**src/text_markup_cursor_parser_assert.svh**
```systemverilog
// Assertion macros shared by the text markup cursor parser modules.
`ifndef TEXT_MARKUP_CURSOR_PARSER_ASSERT_SVH
`define TEXT_MARKUP_CURSOR_PARSER_ASSERT_SVH

// Same-cycle implication, checked outside reset.
`define TMCP_ASSERT_NOW(lbl, ante, cons, msg) \
    lbl: assert property (@(posedge aclk) disable iff (!aresetn) (ante) |-> (cons)) \
        else $error(msg);

// Next-cycle implication, checked outside reset.
`define TMCP_ASSERT_NEXT(lbl, ante, cons, msg) \
    lbl: assert property (@(posedge aclk) disable iff (!aresetn) (ante) |=> (cons)) \
        else $error(msg);

`endif

```
**src/tmcp_pkg.sv**
```systemverilog
// Shared types and constants of the text markup cursor parser.
package tmcp_pkg;

    localparam int COLUMN_BITS_DEFAULT = 16;
    localparam int QUEUE_DEPTH_DEFAULT = 2;

    localparam int TAB_BITS   = 5;
    localparam int COLOR_BITS = 24;

    localparam logic [TAB_BITS-1:0]   TAB_STOP_RESET = 5'd4;
    localparam logic [COLOR_BITS-1:0] COLOR_WHITE    = 24'hFFFFFF;
    localparam logic [COLOR_BITS-1:0] COLOR_BLACK    = 24'h000000;

    // Cursor work handed from front to back.
    typedef enum logic [2:0] {
        OP_NONE    = 3'd0,
        OP_GLYPH   = 3'd1,
        OP_NEWLINE = 3'd2,
        OP_TAB     = 3'd3,
        OP_BACK    = 3'd4
    } op_t;

    typedef struct packed {
        op_t                   op;
        logic [7:0]            glyph;
        logic [COLOR_BITS-1:0] fg;
        logic [COLOR_BITS-1:0] bg;
        logic                  bg_on;
        logic                  last;
    } entry_t;

endpackage

```
**src/tmcp_front.sv**
```systemverilog
// Front end: accepts text bytes, runs the markup parser and colors, queues cursor work.
module tmcp_front (
    input  logic              aclk,
    input  logic              aresetn,
    input  logic              s_valid,
    output logic              s_ready,
    input  logic [7:0]        char_code,
    input  logic              last,
    input  logic              q_full,
    output logic              q_push,
    output tmcp_pkg::entry_t  q_entry
);

    localparam logic [7:0] CHAR_NUL = 8'h00;
    localparam logic [7:0] CHAR_BS  = 8'h08;
    localparam logic [7:0] CHAR_TAB = 8'h09;
    localparam logic [7:0] CHAR_NL  = 8'h0A;
    localparam logic [7:0] CHAR_BAR = 8'h7C;
    localparam logic [7:0] CHAR_LC  = 8'h63;
    localparam logic [7:0] CHAR_UC  = 8'h43;
    localparam logic [7:0] CHAR_R   = 8'h72;
    localparam logic [2:0] HEX_LAST = 3'd5;

    typedef enum logic [3:0] {
        MODE_NORMAL = 4'b0001,
        MODE_BAR    = 4'b0010,
        MODE_FG_HEX = 4'b0100,
        MODE_BG_HEX = 4'b1000
    } mode_t;

    function automatic logic [3:0] hex_value(input logic [7:0] c);
        logic [3:0] v;
        v = 4'd0;
        if (c >= 8'h30 && c <= 8'h39) v = 4'(c - 8'h30);
        else if (c >= 8'h41 && c <= 8'h46) v = 4'(c - 8'h37);
        else if (c >= 8'h61 && c <= 8'h66) v = 4'(c - 8'h57);
        return v;
    endfunction

    mode_t                          mode_reg, mode_next;
    logic [2:0]                     cnt_reg, cnt_next;
    logic [tmcp_pkg::COLOR_BITS-1:0] acc_reg, acc_next;
    logic [tmcp_pkg::COLOR_BITS-1:0] fg_reg, fg_next;
    logic [tmcp_pkg::COLOR_BITS-1:0] bg_reg, bg_next;
    logic                           bg_en_reg, bg_en_next;

    logic           accept;
    tmcp_pkg::op_t  norm_op;
    logic           norm_bar;
    tmcp_pkg::op_t  op;

    assign s_ready = !q_full;
    assign accept  = s_valid && !q_full;

    // Plain byte classification.
    always_comb begin
        norm_bar = 1'b0;
        unique case (char_code)
            CHAR_NL:  norm_op = tmcp_pkg::OP_NEWLINE;
            CHAR_TAB: norm_op = tmcp_pkg::OP_TAB;
            CHAR_BS:  norm_op = tmcp_pkg::OP_BACK;
            CHAR_NUL: norm_op = tmcp_pkg::OP_NONE;
            CHAR_BAR: begin
                norm_op  = tmcp_pkg::OP_NONE;
                norm_bar = 1'b1;
            end
            default:  norm_op = tmcp_pkg::OP_GLYPH;
        endcase
    end

    always_comb begin
        mode_next  = mode_reg;
        cnt_next   = cnt_reg;
        acc_next   = acc_reg;
        fg_next    = fg_reg;
        bg_next    = bg_reg;
        bg_en_next = bg_en_reg;
        op         = tmcp_pkg::OP_NONE;
        if (accept) begin
            unique case (mode_reg)
                MODE_FG_HEX, MODE_BG_HEX: begin
                    acc_next = {acc_reg[tmcp_pkg::COLOR_BITS-5:0], hex_value(char_code)};
                    cnt_next = cnt_reg + 3'd1;
                    if (cnt_reg == HEX_LAST) begin
                        if (mode_reg == MODE_FG_HEX) fg_next = acc_next;
                        else bg_next = acc_next;
                        mode_next = MODE_NORMAL;
                        cnt_next  = '0;
                        acc_next  = '0;
                    end
                end
                MODE_BAR: begin
                    mode_next = MODE_NORMAL;
                    if (char_code == CHAR_LC) begin
                        mode_next = MODE_FG_HEX;
                        cnt_next  = '0;
                        acc_next  = '0;
                    end else if (char_code == CHAR_UC) begin
                        mode_next  = MODE_BG_HEX;
                        bg_en_next = 1'b1;
                        cnt_next   = '0;
                        acc_next   = '0;
                    end else if (char_code == CHAR_R) begin
                        fg_next    = tmcp_pkg::COLOR_WHITE;
                        bg_en_next = 1'b0;
                    end else if (char_code == CHAR_BAR) begin
                        op = tmcp_pkg::OP_GLYPH;
                    end else begin
                        op = norm_op;
                        if (norm_bar) mode_next = MODE_BAR;
                    end
                end
                MODE_NORMAL: begin
                    op = norm_op;
                    if (norm_bar) mode_next = MODE_BAR;
                end
                default: mode_next = MODE_NORMAL;
            endcase
            if (last) begin
                mode_next = MODE_NORMAL;
                cnt_next  = '0;
                acc_next  = '0;
            end
        end
    end

    // A glyph never changes colors on its own byte, so the current colors go along.
    assign q_push        = accept && (op != tmcp_pkg::OP_NONE || last);
    assign q_entry.op    = op;
    assign q_entry.glyph = char_code;
    assign q_entry.fg    = fg_reg;
    assign q_entry.bg    = bg_reg;
    assign q_entry.bg_on = bg_en_reg;
    assign q_entry.last  = last;

    always_ff @(posedge aclk) begin
        if (!aresetn) begin
            mode_reg  <= MODE_NORMAL;
            cnt_reg   <= '0;
            acc_reg   <= '0;
            fg_reg    <= tmcp_pkg::COLOR_WHITE;
            bg_reg    <= tmcp_pkg::COLOR_BLACK;
            bg_en_reg <= 1'b0;
        end else begin
            mode_reg  <= mode_next;
            cnt_reg   <= cnt_next;
            acc_reg   <= acc_next;
            fg_reg    <= fg_next;
            bg_reg    <= bg_next;
            bg_en_reg <= bg_en_next;
        end
    end

endmodule

```
**src/tmcp_queue.sv**
```systemverilog
// Small FIFO of cursor work between front and back.
module tmcp_queue #(
    parameter int DEPTH = tmcp_pkg::QUEUE_DEPTH_DEFAULT
) (
    input  logic              aclk,
    input  logic              aresetn,
    input  logic              push,
    input  tmcp_pkg::entry_t  push_entry,
    output logic              full,
    input  logic              pop,
    output logic              valid,
    output tmcp_pkg::entry_t  head
);

    `include "text_markup_cursor_parser_assert.svh"

    localparam int PTR_W = (DEPTH > 1) ? $clog2(DEPTH) : 1;
    localparam int CNT_W = $clog2(DEPTH + 1);

    tmcp_pkg::entry_t  store_reg [DEPTH];
    logic [PTR_W-1:0]  wr_ptr_reg, wr_ptr_next;
    logic [PTR_W-1:0]  rd_ptr_reg, rd_ptr_next;
    logic [CNT_W-1:0]  cnt_reg, cnt_next;
    logic              do_push, do_pop;

    assign full    = (cnt_reg == CNT_W'(DEPTH));
    assign valid   = (cnt_reg != '0);
    assign head    = store_reg[rd_ptr_reg];
    assign do_push = push && !full;
    assign do_pop  = pop && valid;

    always_comb begin
        wr_ptr_next = wr_ptr_reg;
        rd_ptr_next = rd_ptr_reg;
        cnt_next    = cnt_reg;
        if (do_push) begin
            wr_ptr_next = (wr_ptr_reg == PTR_W'(DEPTH - 1)) ? '0 : wr_ptr_reg + PTR_W'(1);
        end
        if (do_pop) begin
            rd_ptr_next = (rd_ptr_reg == PTR_W'(DEPTH - 1)) ? '0 : rd_ptr_reg + PTR_W'(1);
        end
        if (do_push && !do_pop) cnt_next = cnt_reg + CNT_W'(1);
        else if (do_pop && !do_push) cnt_next = cnt_reg - CNT_W'(1);
    end

    always_ff @(posedge aclk) begin
        if (do_push) store_reg[wr_ptr_reg] <= push_entry;
    end

    always_ff @(posedge aclk) begin
        if (!aresetn) begin
            wr_ptr_reg <= '0;
            rd_ptr_reg <= '0;
            cnt_reg    <= '0;
        end else begin
            wr_ptr_reg <= wr_ptr_next;
            rd_ptr_reg <= rd_ptr_next;
            cnt_reg    <= cnt_next;
        end
    end

    `TMCP_ASSERT_NOW(a_no_push_full, full, !push, "front pushed into a full queue")
    `TMCP_ASSERT_NOW(a_no_pop_empty, !valid, !pop, "back popped an empty queue")
    `TMCP_ASSERT_NEXT(a_fill_tracks, (do_push && !do_pop), (cnt_reg == $past(cnt_reg) + CNT_W'(1)),
                      "queue fill count lost a push")

endmodule

```
**src/tmcp_back.sv**
```systemverilog
// Back end: cursor column and line, tab remainder unit, glyph output register.
module tmcp_back #(
    parameter int COLUMN_BITS = tmcp_pkg::COLUMN_BITS_DEFAULT
) (
    input  logic                          aclk,
    input  logic                          aresetn,
    input  logic [tmcp_pkg::TAB_BITS-1:0] tab_stop,
    input  logic                          q_valid,
    input  tmcp_pkg::entry_t              q_head,
    output logic                          q_pop,
    output logic                          m_valid,
    input  logic                          m_ready,
    output logic [7:0]                    m_glyph,
    output logic [15:0]                   m_column,
    output logic [15:0]                   m_line,
    output logic [tmcp_pkg::COLOR_BITS-1:0] m_fg,
    output logic [tmcp_pkg::COLOR_BITS-1:0] m_bg,
    output logic                          m_bg_on
);

    `include "text_markup_cursor_parser_assert.svh"

    localparam int N     = COLUMN_BITS;
    localparam int W     = COLUMN_BITS + 2;
    localparam int CNT_W = $clog2(COLUMN_BITS);
    localparam int TB    = tmcp_pkg::TAB_BITS;

    localparam logic signed [W-1:0] COL_MAX = $signed({3'b000, {(N-1){1'b1}}});
    localparam logic signed [W-1:0] COL_MIN = $signed({3'b111, {(N-1){1'b0}}});

    typedef enum logic [2:0] {
        ST_IDLE = 3'b001,
        ST_DIV  = 3'b010,
        ST_FIX  = 3'b100
    } state_t;

    function automatic logic signed [N-1:0] clamp(input logic signed [W-1:0] v);
        logic signed [N-1:0] r;
        if (v > COL_MAX) r = COL_MAX[N-1:0];
        else if (v < COL_MIN) r = COL_MIN[N-1:0];
        else r = v[N-1:0];
        return r;
    endfunction

    state_t                   state_reg, state_next;
    logic signed [N-1:0]      col_reg, col_next;
    logic [15:0]              line_reg, line_next;
    logic [N-1:0]             mag_reg, mag_next;
    logic [TB-1:0]            rem_reg, rem_next;
    logic [TB-1:0]            step_reg, step_next;
    logic [CNT_W-1:0]         cnt_reg, cnt_next;
    logic                     tlast_reg, tlast_next;

    logic                     m_valid_reg, m_valid_next;
    logic [7:0]               glyph_reg;
    logic [15:0]              column_reg;
    logic [15:0]              line_out_reg;
    logic [tmcp_pkg::COLOR_BITS-1:0] fg_reg, bg_reg;
    logic                     bg_on_reg;
    logic                     load_out;

    logic                     out_free;
    logic signed [W-1:0]      col_wide, step_wide, rem_wide;
    logic [TB-1:0]            step_eff;
    logic [TB:0]              trial;

    assign out_free  = !m_valid_reg || m_ready;
    assign col_wide  = $signed({{2{col_reg[N-1]}}, col_reg});
    assign step_wide = $signed({{(W-TB){1'b0}}, step_reg});
    assign rem_wide  = $signed({{(W-TB){1'b0}}, rem_reg});
    assign step_eff  = (tab_stop == '0) ? TB'(1) : tab_stop;
    assign q_pop     = (state_reg == ST_IDLE) && q_valid
                     && (q_head.op != tmcp_pkg::OP_GLYPH || out_free);

    // One restoring remainder step per cycle, magnitude bits MSB first.
    always_comb begin
        trial = {rem_reg, mag_reg[N-1]};
        if (trial >= {1'b0, step_reg}) trial = trial - {1'b0, step_reg};
    end

    always_comb begin
        state_next   = state_reg;
        col_next     = col_reg;
        line_next    = line_reg;
        mag_next     = mag_reg;
        rem_next     = rem_reg;
        step_next    = step_reg;
        cnt_next     = cnt_reg;
        tlast_next   = tlast_reg;
        load_out     = 1'b0;
        m_valid_next = m_valid_reg && !m_ready;
        unique case (state_reg)
            ST_IDLE: begin
                if (q_pop) begin
                    unique case (q_head.op)
                        tmcp_pkg::OP_GLYPH: begin
                            load_out     = 1'b1;
                            m_valid_next = 1'b1;
                            col_next     = clamp(col_wide + W'(1));
                        end
                        tmcp_pkg::OP_NEWLINE: begin
                            col_next = '0;
                            if (line_reg != 16'hFFFF) line_next = line_reg + 16'd1;
                        end
                        tmcp_pkg::OP_BACK: col_next = clamp(col_wide - W'(1));
                        tmcp_pkg::OP_TAB: begin
                            state_next = ST_DIV;
                            mag_next   = col_reg[N-1] ? N'(-col_reg) : N'(col_reg);
                            rem_next   = '0;
                            step_next  = step_eff;
                            cnt_next   = '0;
                            tlast_next = q_head.last;
                        end
                        default: ;
                    endcase
                    if (q_head.last && q_head.op != tmcp_pkg::OP_TAB) begin
                        col_next  = '0;
                        line_next = '0;
                    end
                end
            end
            ST_DIV: begin
                rem_next = trial[TB-1:0];
                mag_next = {mag_reg[N-2:0], 1'b0};
                cnt_next = cnt_reg + CNT_W'(1);
                if (cnt_reg == CNT_W'(N - 1)) state_next = ST_FIX;
            end
            ST_FIX: begin
                // Remainder takes the sign of the column.
                if (col_reg[N-1]) col_next = clamp(col_wide + step_wide + rem_wide);
                else col_next = clamp(col_wide + step_wide - rem_wide);
                if (tlast_reg) begin
                    col_next  = '0;
                    line_next = '0;
                end
                state_next = ST_IDLE;
            end
            default: state_next = ST_IDLE;
        endcase
    end

    always_ff @(posedge aclk) begin
        if (!aresetn) begin
            state_reg   <= ST_IDLE;
            col_reg     <= '0;
            line_reg    <= '0;
            cnt_reg     <= '0;
            tlast_reg   <= 1'b0;
            m_valid_reg <= 1'b0;
        end else begin
            state_reg   <= state_next;
            col_reg     <= col_next;
            line_reg    <= line_next;
            cnt_reg     <= cnt_next;
            tlast_reg   <= tlast_next;
            m_valid_reg <= m_valid_next;
        end
    end

    always_ff @(posedge aclk) begin
        mag_reg  <= mag_next;
        rem_reg  <= rem_next;
        step_reg <= step_next;
        if (load_out) begin
            glyph_reg    <= q_head.glyph;
            column_reg   <= 16'(col_reg);
            line_out_reg <= line_reg;
            fg_reg       <= q_head.fg;
            bg_reg       <= q_head.bg;
            bg_on_reg    <= q_head.bg_on;
        end
    end

    assign m_valid  = m_valid_reg;
    assign m_glyph  = glyph_reg;
    assign m_column = column_reg;
    assign m_line   = line_out_reg;
    assign m_fg     = fg_reg;
    assign m_bg     = bg_reg;
    assign m_bg_on  = bg_on_reg;

    `TMCP_ASSERT_NOW(a_pop_only_idle, (state_reg != ST_IDLE), !q_pop,
                     "queue popped while a tab is in progress")
    `TMCP_ASSERT_NOW(a_rem_below_step, (state_reg == ST_FIX), (rem_reg < step_reg),
                     "tab remainder not below the tab stop")
    `TMCP_ASSERT_NEXT(a_glyph_shows, (q_pop && q_head.op == tmcp_pkg::OP_GLYPH), m_valid_reg,
                      "popped glyph did not reach the output register")

endmodule

```
**src/text_markup_cursor_parser.sv**
```systemverilog
// Top level of the text markup cursor parser: config register, front, queue and back.
//
// Takes one text byte per cycle on s_axis while the queue is not full and gives one m_axis
// item per glyph with its column, line and current colors. Markup ('|c' / '|C' + six hex
// digits, '|r', '||') is parsed in the front end, which also holds the colors; cursor moves go
// through a short queue to the back end, which owns the column and line. In the back end a
// tab's remainder by the tab stop is found one column bit per cycle by a restoring remainder
// unit, and the queue lets the front keep taking bytes meanwhile until it fills. A byte with
// s_axis_tlast set returns the cursor to column 0, line 0 and drops any unfinished command;
// colors are kept. The column saturates to the signed COLUMN_BITS range and the line at 65535.
// tab_stop is written through cfg_wr_en / cfg_wr_data (0 acts as 1, reset 4); the user must
// write it only while the block is idle, which the block itself does not enforce.
module text_markup_cursor_parser #(
    parameter int COLUMN_BITS = tmcp_pkg::COLUMN_BITS_DEFAULT,
    parameter int QUEUE_DEPTH = tmcp_pkg::QUEUE_DEPTH_DEFAULT
) (
    input  logic                          aclk,
    input  logic                          aresetn,
    // configuration
    input  logic                          cfg_wr_en,
    input  logic [tmcp_pkg::TAB_BITS-1:0] cfg_wr_data,   // tab_stop
    // text byte in
    input  logic                          s_axis_tvalid,
    output logic                          s_axis_tready,
    input  logic [7:0]                    s_axis_tdata,  // [7:0] char_code
    input  logic                          s_axis_tlast,  // last
    // glyph out
    output logic                          m_axis_tvalid,
    input  logic                          m_axis_tready,
    // [7:0] glyph, [23:8] column, [39:24] line, [47:40] fg_red, [55:48] fg_green,
    // [63:56] fg_blue, [71:64] bg_red, [79:72] bg_green, [87:80] bg_blue
    output logic [87:0]                   m_axis_tdata,
    output logic                          m_axis_tuser   // bg_on
);

    logic [tmcp_pkg::TAB_BITS-1:0] tab_stop_reg;

    logic              q_push, q_full, q_pop, q_valid;
    tmcp_pkg::entry_t  push_entry, head_entry;

    logic [7:0]                      glyph;
    logic [15:0]                     column, line;
    logic [tmcp_pkg::COLOR_BITS-1:0] fg, bg;

    always_ff @(posedge aclk) begin
        if (!aresetn) begin
            tab_stop_reg <= tmcp_pkg::TAB_STOP_RESET;
        end else if (cfg_wr_en) begin
            tab_stop_reg <= cfg_wr_data;
        end
    end

    tmcp_front u_front (
        .aclk      (aclk),
        .aresetn   (aresetn),
        .s_valid   (s_axis_tvalid),
        .s_ready   (s_axis_tready),
        .char_code (s_axis_tdata),
        .last      (s_axis_tlast),
        .q_full    (q_full),
        .q_push    (q_push),
        .q_entry   (push_entry)
    );

    tmcp_queue #(
        .DEPTH (QUEUE_DEPTH)
    ) u_queue (
        .aclk       (aclk),
        .aresetn    (aresetn),
        .push       (q_push),
        .push_entry (push_entry),
        .full       (q_full),
        .pop        (q_pop),
        .valid      (q_valid),
        .head       (head_entry)
    );

    tmcp_back #(
        .COLUMN_BITS (COLUMN_BITS)
    ) u_back (
        .aclk     (aclk),
        .aresetn  (aresetn),
        .tab_stop (tab_stop_reg),
        .q_valid  (q_valid),
        .q_head   (head_entry),
        .q_pop    (q_pop),
        .m_valid  (m_axis_tvalid),
        .m_ready  (m_axis_tready),
        .m_glyph  (glyph),
        .m_column (column),
        .m_line   (line),
        .m_fg     (fg),
        .m_bg     (bg),
        .m_bg_on  (m_axis_tuser)
    );

    // Colors are held as 0xRRGGBB; red goes lowest on the bus.
    assign m_axis_tdata = {bg[7:0], bg[15:8], bg[23:16],
                           fg[7:0], fg[15:8], fg[23:16],
                           line, column, glyph};

endmodule

```
**config.mk**
```make
export PLATFORM = sky130hd
export DESIGN_NAME = text_markup_cursor_parser
export DESIGN_NICKNAME = d
export VERILOG_FILES = /design/src/tmcp_pkg.sv /design/src/tmcp_front.sv /design/src/tmcp_queue.sv /design/src/tmcp_back.sv /design/src/text_markup_cursor_parser.sv
export VERILOG_INCLUDE_DIRS = /design/src /design/src/src
export SDC_FILE = /design/constraint.sdc
export NUM_CORES = 1
export LEC_CHECK = 0
export BUFFER_PORTS_ARGS = -buffer_cell sky130_fd_sc_hd__buf_4
export CORE_MARGIN = 5
export CORE_UTILIZATION = 40
export CTS_CLUSTER_SIZE = 20
export DETAILED_ROUTE_END_ITERATION = 10
export GPL_ROUTABILITY_DRIVEN = 0
export HOLD_SLACK_MARGIN = 0.03
export PLACE_DENSITY = 0.6
export SYNTH_ARGS = -nofsm -noshare
export SYNTH_HDL_FRONTEND = slang
export SYNTH_SLANG_ARGS = --single-unit
```
**constraint.sdc**
```tcl
create_clock -name aclk -period 10.85 [get_ports aclk]
set_input_delay 0.5425 -clock aclk [delete_from_list [all_inputs] [get_ports aclk]]
set_output_delay 0.5425 -clock aclk [all_outputs]
set_load 0.05 [all_outputs]
```
Word-level counts from Yosys, hierarchy flattened
Memory sizes are Yosys's and may differ from the RTL's. A register that Yosys moved wholly into a read port is not among the register bits. Cells that the tools add are included.

Memory bits (writable): 122. Output and inout port bits: 91. Memories: 1. Input bits: 19. Word-level logic and storage cells: 229. Bits in registers: 241.

Bitwise gates (word level): 2. Order comparisons: 15. Add/subtract/negate cells: 17. Equality and inequality tests: 39. Reduce and logical (&&, ||, !) cells: 43. Muxes and demuxes: 87.

Memory list: u_queue.store_reg (words 2, width 61, rd ports 1, clocked after memory_dff 1, write ports 1, RTL line tmcp_queue.sv:20) `tmcp_pkg::entry_t store_reg [DEPTH];`.

Operator list (number): $mux W16 (20); $mux W24 (5); $pmux W16 S2 (3); $mux W20 (4); $gt A18 B16 Y1 const B (4); $lt A18 B16 Y1 const B (4); $mux W4 (12); $pmux W16 S3 (1); $pmux W24 S2 (1); $pmux W20 S2 (1); $mux W3 (12); $eq A8 B7 Y1 const B (4); $eq A8 B4 Y1 const B (3); $add A17 B6 Y18 (1); $pmux W3 S2 (3); $reduce_and A3 Y1 (6); $sub A17 B6 Y18 (1); $add A16 B2 Y17 const B (1); $add A16 B6 Y17 (1); $sub A16 B2 Y17 const B (1); $add A16 B1 Y16 const B (1); $ge A8 B7 Y1 const B (2); $le A8 B7 Y1 const B (2); $ne A16 B16 Y1 const B (1); other kinds (46) (109).

Longest topological paths before layout
Word-level depth: 17. Gate-level depth with buffers: 18. Depth with buffers taken out: 17.

Hierarchy
Synthesis repeated with hierarchy kept, for this count alone.

Cell total of the unflattened synthesis: 1507. Area total of the unflattened synthesis: 17190.2 µm².

By module, submodules not included: tmcp_back (cells an instance 890, times used 1, area an instance 8943.6 µm², seq. area each 4274.1 µm²); tmcp_queue (cells an instance 215, times used 1, area an instance 4636.9 µm², seq. area each 3763.6 µm²); tmcp_front (cells an instance 386, times used 1, area an instance 3419.5 µm², seq. area each 1521.5 µm²); text_markup_cursor_parser (cells an instance 16, times used 1, area an instance 190.2 µm², seq. area each 100.1 µm²).

Worst setup path after synthesis
No wires, ideal clock.

Path kind: register to register. From: memory u_queue.store_reg[0][59] (netlist name). To: register u_back.bg_reg, in the netlist u_back.m_bg[0] (enable). Setup slack: 5.323 ns. Required time: 10.313 ns. Arrival: 4.990 ns. Cell stages (with the launch flop): 5. Period minus slack after synthesis: 5.527 ns. Buffers on the path: 0. Cell sequence: edfxtp_1 -> or4b_2 -> o31ai_1 -> nand2b_1 -> nor2_1.

RTL lines: start: declaration (RTL line tmcp_queue.sv:20); end signal: assignment (RTL line tmcp_back.sv:169) `bg_reg <= q_head.bg;`; end: declaration (RTL line tmcp_back.sv:58) `logic [tmcp_pkg::COLOR_BITS-1:0] fg_reg, bg_reg;`.

Final worst setup path
From: register u_back.col_reg[0]. To: register u_back.col_reg[13].

Word-level cells in the longest chain between the ends: 8. Elaborated cells between the ends (all ways): 27. Those cells by class: add/sub: 5; order compare: 8; mux: 14.

RTL lines: start: declaration (RTL line tmcp_back.sv:46) `logic signed [N-1:0] col_reg, col_next;`; start signal: assignment (RTL line tmcp_back.sv:152) `col_reg <= col_next;`; $add A16 B6 Y17, or another cell as far along (RTL line tmcp_back.sv:130, tmcp_back.sv:131); $sub A17 B6 Y18, or another cell as far along (RTL line tmcp_back.sv:131) `else col_next = clamp(col_wide + step_wide - rem_wide);`; $lt A18 B16 Y1 / $mux W16 (equally long branches) (RTL line tmcp_back.sv:40) `else if (v < COL_MIN) r = COL_MIN[N-1:0];`; $mux W16 (on tied branches) (RTL line tmcp_back.sv:40, tmcp_back.sv:39); $mux W16 / $pmux W16 S3 (equally long branches) (RTL line tmcp_back.sv:39, tmcp_back.sv:95); $mux W16 (on tied branches) (RTL line tmcp_back.sv:130, tmcp_back.sv:116); $mux W16 (on tied branches) (RTL line tmcp_back.sv:132, tmcp_back.sv:94); $pmux W16 S2 * (RTL line tmcp_back.sv:92) `unique case (state_reg)`.

Every way passes the cells marked *; elsewhere a longest branch is shown, timed or not. The select of a mux whose other input is x is not followed. A chain may end at the register's enable or synchronous reset.

==> results by group <==
Layout
  • Number of inserted diodes: 0
  • FILL cells: 3,779
  • Share of layout cells above drive strength 1: 17.86%
  • Register area: 9661 sq um
  • Largest register FFs: 122
  • Area used by multi-input combinational logic: 6367 sq um
  • Synth-to-Final Area Change: 15.95%
  • Highest-count cells in the layout ignoring fill and taps: edfxtp_1, nor2_1, dfxtp_1
  • Most common cell after layout, fill and taps aside: edfxtp_1
  • Total Nets Final: 1,596
  • Final instance area: 19,100 sq um

Setup path
  • CP Data Required Time: 11.31 ns
  • Launch point of the worst reg-to-reg path: u_back.col_reg[0]$_SDFFE_PN0P_
  • Crit. Startpoint: u_back.col_reg[0]$_SDFFE_PN0P_
  • Worst-case reg-to-reg path depth: 14
  • Path type of the worst setup path: register to register
  • Capturing element type of the critical path: register
  • Arr. time, crit path: 5.28 ns
  • Critical Path Source Type: register
  • Critical R2R Capture: u_back.col_reg[13]$_SDFFE_PN0P_
  • Slowest stage delay, CP: 0.90 ns
  • Worst-path fanout max: 11
  • Setup slack, reg-to-reg: 6.02 ns
  • Cells along the critical path: ha_1, inv_1, fa_1, nand2b_1, nand2b_1, a21oi_1, xnor2_1, ha_1, o31ai_1, nand3_1, and3_1, o21ai_0, a41oi_1, o311ai_1
  • Critical-path top delay cell: o21ai_0

Route
  • Remaining antenna violation count after routing: 0
  • Drt drc: 0
  • Final wirelength: 38,560 um
  • Iteration count of the initial detailed-routing pass: 5
  • Vias per inst: 5.433
  • Average wire per standard cell: 18.32 um
  • DRC violation total after the first TritonRoute iteration: 914
  • Total number of vias: 11,436

Synth
  • Number of nets produced by synthesis: 1,514
  • Number of enable-type register cells in the synthesized netlist: 237
  • Cell area after synthesis: 16,470 sq um
  • Async set-or-reset flop fraction in the synthesized netlist: 0%
  • Synth top area cells: edfxtp_1, dfxtp_1, mux2_2
  • Post-Synthesis Cells: 1,459
  • Dominant register cell in the synthesized netlist: edfxtp_1
  • #FFs+latches synth: 364
  • Cell type contributing the most total cell area after synthesis: edfxtp_1
  • Seq/Total Area, Yosys: 58.64%
  • Synth unique cells: 82
  • Synthesized area per cell: 11.29 sq um
  • Yosys synthesis warning count: 0
  • Fraction of post-synthesis cell area in the top cell type by area: 43.21%

STA
  • Highest achievable clock rate: 207.2 MHz
  • Clock period minus worst slack: 4.825 ns
  • Max-slew headroom at the worst pin: 20.53%
  • Count of final max-slew check failures: 0
  • Setup repair after global routing missed its margin: false
  • Clock skew: 0.02554 ns
  • Number of setup violations in the final report: 0
  • Worst slew pin tran: 1.180 ns
  • Sum of negative setup slack: 0 ns
  • Final hold slack: 0.1918 ns
  • Share of the cycle needed by the critical path after routing: 44.47%
  • Hold Vio Cnt, Final: 0

Min path
  • Capture endpoint of the worst hold path: tab_stop_reg[2]$_SDFFE_PN1P_
  • Start point of the worst hold path: cfg_wr_data[2]
  • HP Class: input port to register
  • Worst hold path cell count: 3

Floorplanning
  • Initial cell density of the core: 40.34%
  • Height of the die: 212.9 um
  • Boundary Pins: 110
  • Width of the chip: 212.9 um
  • Die area: 45,330 sq um
  • Rows: 74
  • Area of the placeable core: 40,830 sq um

Clock network
  • Number of resized instances in the post-cts repair step: 0
  • Root Buffer Master: clkbuf_16
  • Insertion delay to the later sink of the worst-skew pair: 0.57 ns
  • Buffer count from post-CTS setup fixing: 0
  • Clock sink count: 364
  • Buffer levels on the longest clock path: 3
  • TritonCTS clock tree: yes
  • CTS Hold Bufs: 0
  • H-Tree Level Count: 2
  • Clock slew seen by the registers of the worst setup and hold paths: 0.06 ns
  • CTS buffer count: 40

Placement
  • Total half-perimeter wirelength after legalization and detailed placement: 26,180 um
  • Placed cell areas: 17,760 sq um
  • Port bufs: 109

GRT
  • Congestion Overflow GR: 0
  • Overall Global Routing Usage: 16.74%
  • Initial antenna violation count: 0
  • Pin count of the biggest net entering global routing: 75
  • Via count of the first global-routing pass: 11,130
  • Wire length of the first global-routing pass: 60,910 um

Status
  • Run status: completed

Pwr
  • Leakage power summed over all cells: 6.593 nW
  • Largest voltage drop on the vdd net: 0.1245 mV
  • Power density of the placed cells: 229.3 nW/um^2

Job
  • Max-cap violation count: 0
[critical path, delay by kind of cell, from the launching register on]
kind / cells / cell delay [ns]
fa+ha+maj: 3 / 1.02
buf+inv: 1 / 0.07
compound gates: 5 / 2.03
xor+xnor: 1 / 0.25
flops: 1 / 0.52
simple gates: 4 / 0.84
[through the flow]
stage | utilization [%] | total power [mW] | setup slack, ns | instances
after floorplan | - | 2.729 | 5.323 | 1459
final | 46.77 | 4.379 | 6.025 | 2105
after global placement | 43.50 | 3.018 | 6.252 | 2031
after detailed placement | 43.50 | 3.032 | 6.097 | 2031
after global routing | 46.77 | 4.596 | 5.669 | 2105
after CTS | 46.77 | 4.409 | 6.073 | 2105
[synthesized netlist by cell type (4+ instances only)]
master,count
a211oi_1,15
a21o_1,11
a21oi_1,95
a22oi_1,26
a31oi_1,8
and2_1,9
and3_1,11
and4_1,5
buf_1,4
buf_2,11
clkbuf_1,67
dfxtp_1,127
edfxtp_1,237
fa_1,4
ha_1,32
inv_1,34
mux2_2,60
mux2i_1,10
nand2_1,118
nand2b_1,21
nand3_1,33
nand3b_1,4
nand4_1,11
nor2_1,136
nor2b_1,13
nor3_1,48
nor4_1,4
nor4b_1,4
o211a_1,4
o211ai_1,12
o21ai_0,79
o31a_1,5
o31ai_1,13
o32ai_1,4
o41ai_1,5
or2_2,8
or3_1,15
or4_1,9
xnor2_1,36
xor2_1,46
[area by class of cell]
cell class	instances	share of cell area, %
inverters	35	0.6879
clock inverters	23	1.369
clock buffers	51	5.615
repair buffers	125	4.914
multi-input cells	975	33.34
flip-flops and latches	364	50.59
well taps	532	3.486
[worst max-delay path by stage]
| stage | end | slack (ns) | cells past startpoint |
|---|---|---|---|
| final | u_back.col_reg[13]$_SDFFE_PN0P_ | 6.02 | 14 |
| after global routing | u_back.col_reg[13]$_SDFFE_PN0P_ | 5.67 | 14 |
| after CTS | u_back.col_reg[13]$_SDFFE_PN0P_ | 6.07 | 14 |
| after detailed placement | u_back.col_reg[13]$_SDFFE_PN0P_ | 6.10 | 14 |
| after global placement | u_back.col_reg[13]$_SDFFE_PN0P_ | 6.25 | 14 |
| after floorplan | u_back.m_bg[0]$_DFFE_PP_ | 5.32 | 4 |
[metal layers]
layer | global-route usage, % | vias to the layer above | wire length [um] | part of all wire, %
met5 | 0 | - | 0 | 0
met4 | 5.650 | 0 | 985 | 2.6
met3 | 2.880 | 64 | 1979 | 5.1
met2 | 27.50 | 269 | 18460 | 48
met1 | 22.62 | 5571 | 17140 | 44
li1 | - | 5532 | - | -
[power breakdown]
part	total, mW	leakage, nW	switching [mW]	internal, mW
combinational	1.33	2.92	0.864	0.469
sequential	1.69	3.03	0.0706	1.62
clock	1.36	0.651	0.556	0.802
total	4.38	6.59	1.49	2.89
[cell families (layout without fill, tap and decap cells)]
group                    count (synthesis)  after routing  share of synthesized area [%]
AND/OR/NAND/NOR                        467            467                          13.91
buffers and inverters                  120            234                          2.894
flip-flops                             364            364                          58.64
AO/OA/AOI/OAI                          319            319                          12.47
adder cells (fa/ha/maj)                 36             36                          2.917
multiplexers                            70             70                          4.710
XOR/XNOR                                83             83                          4.459
(Power assumes the default switching activity.)
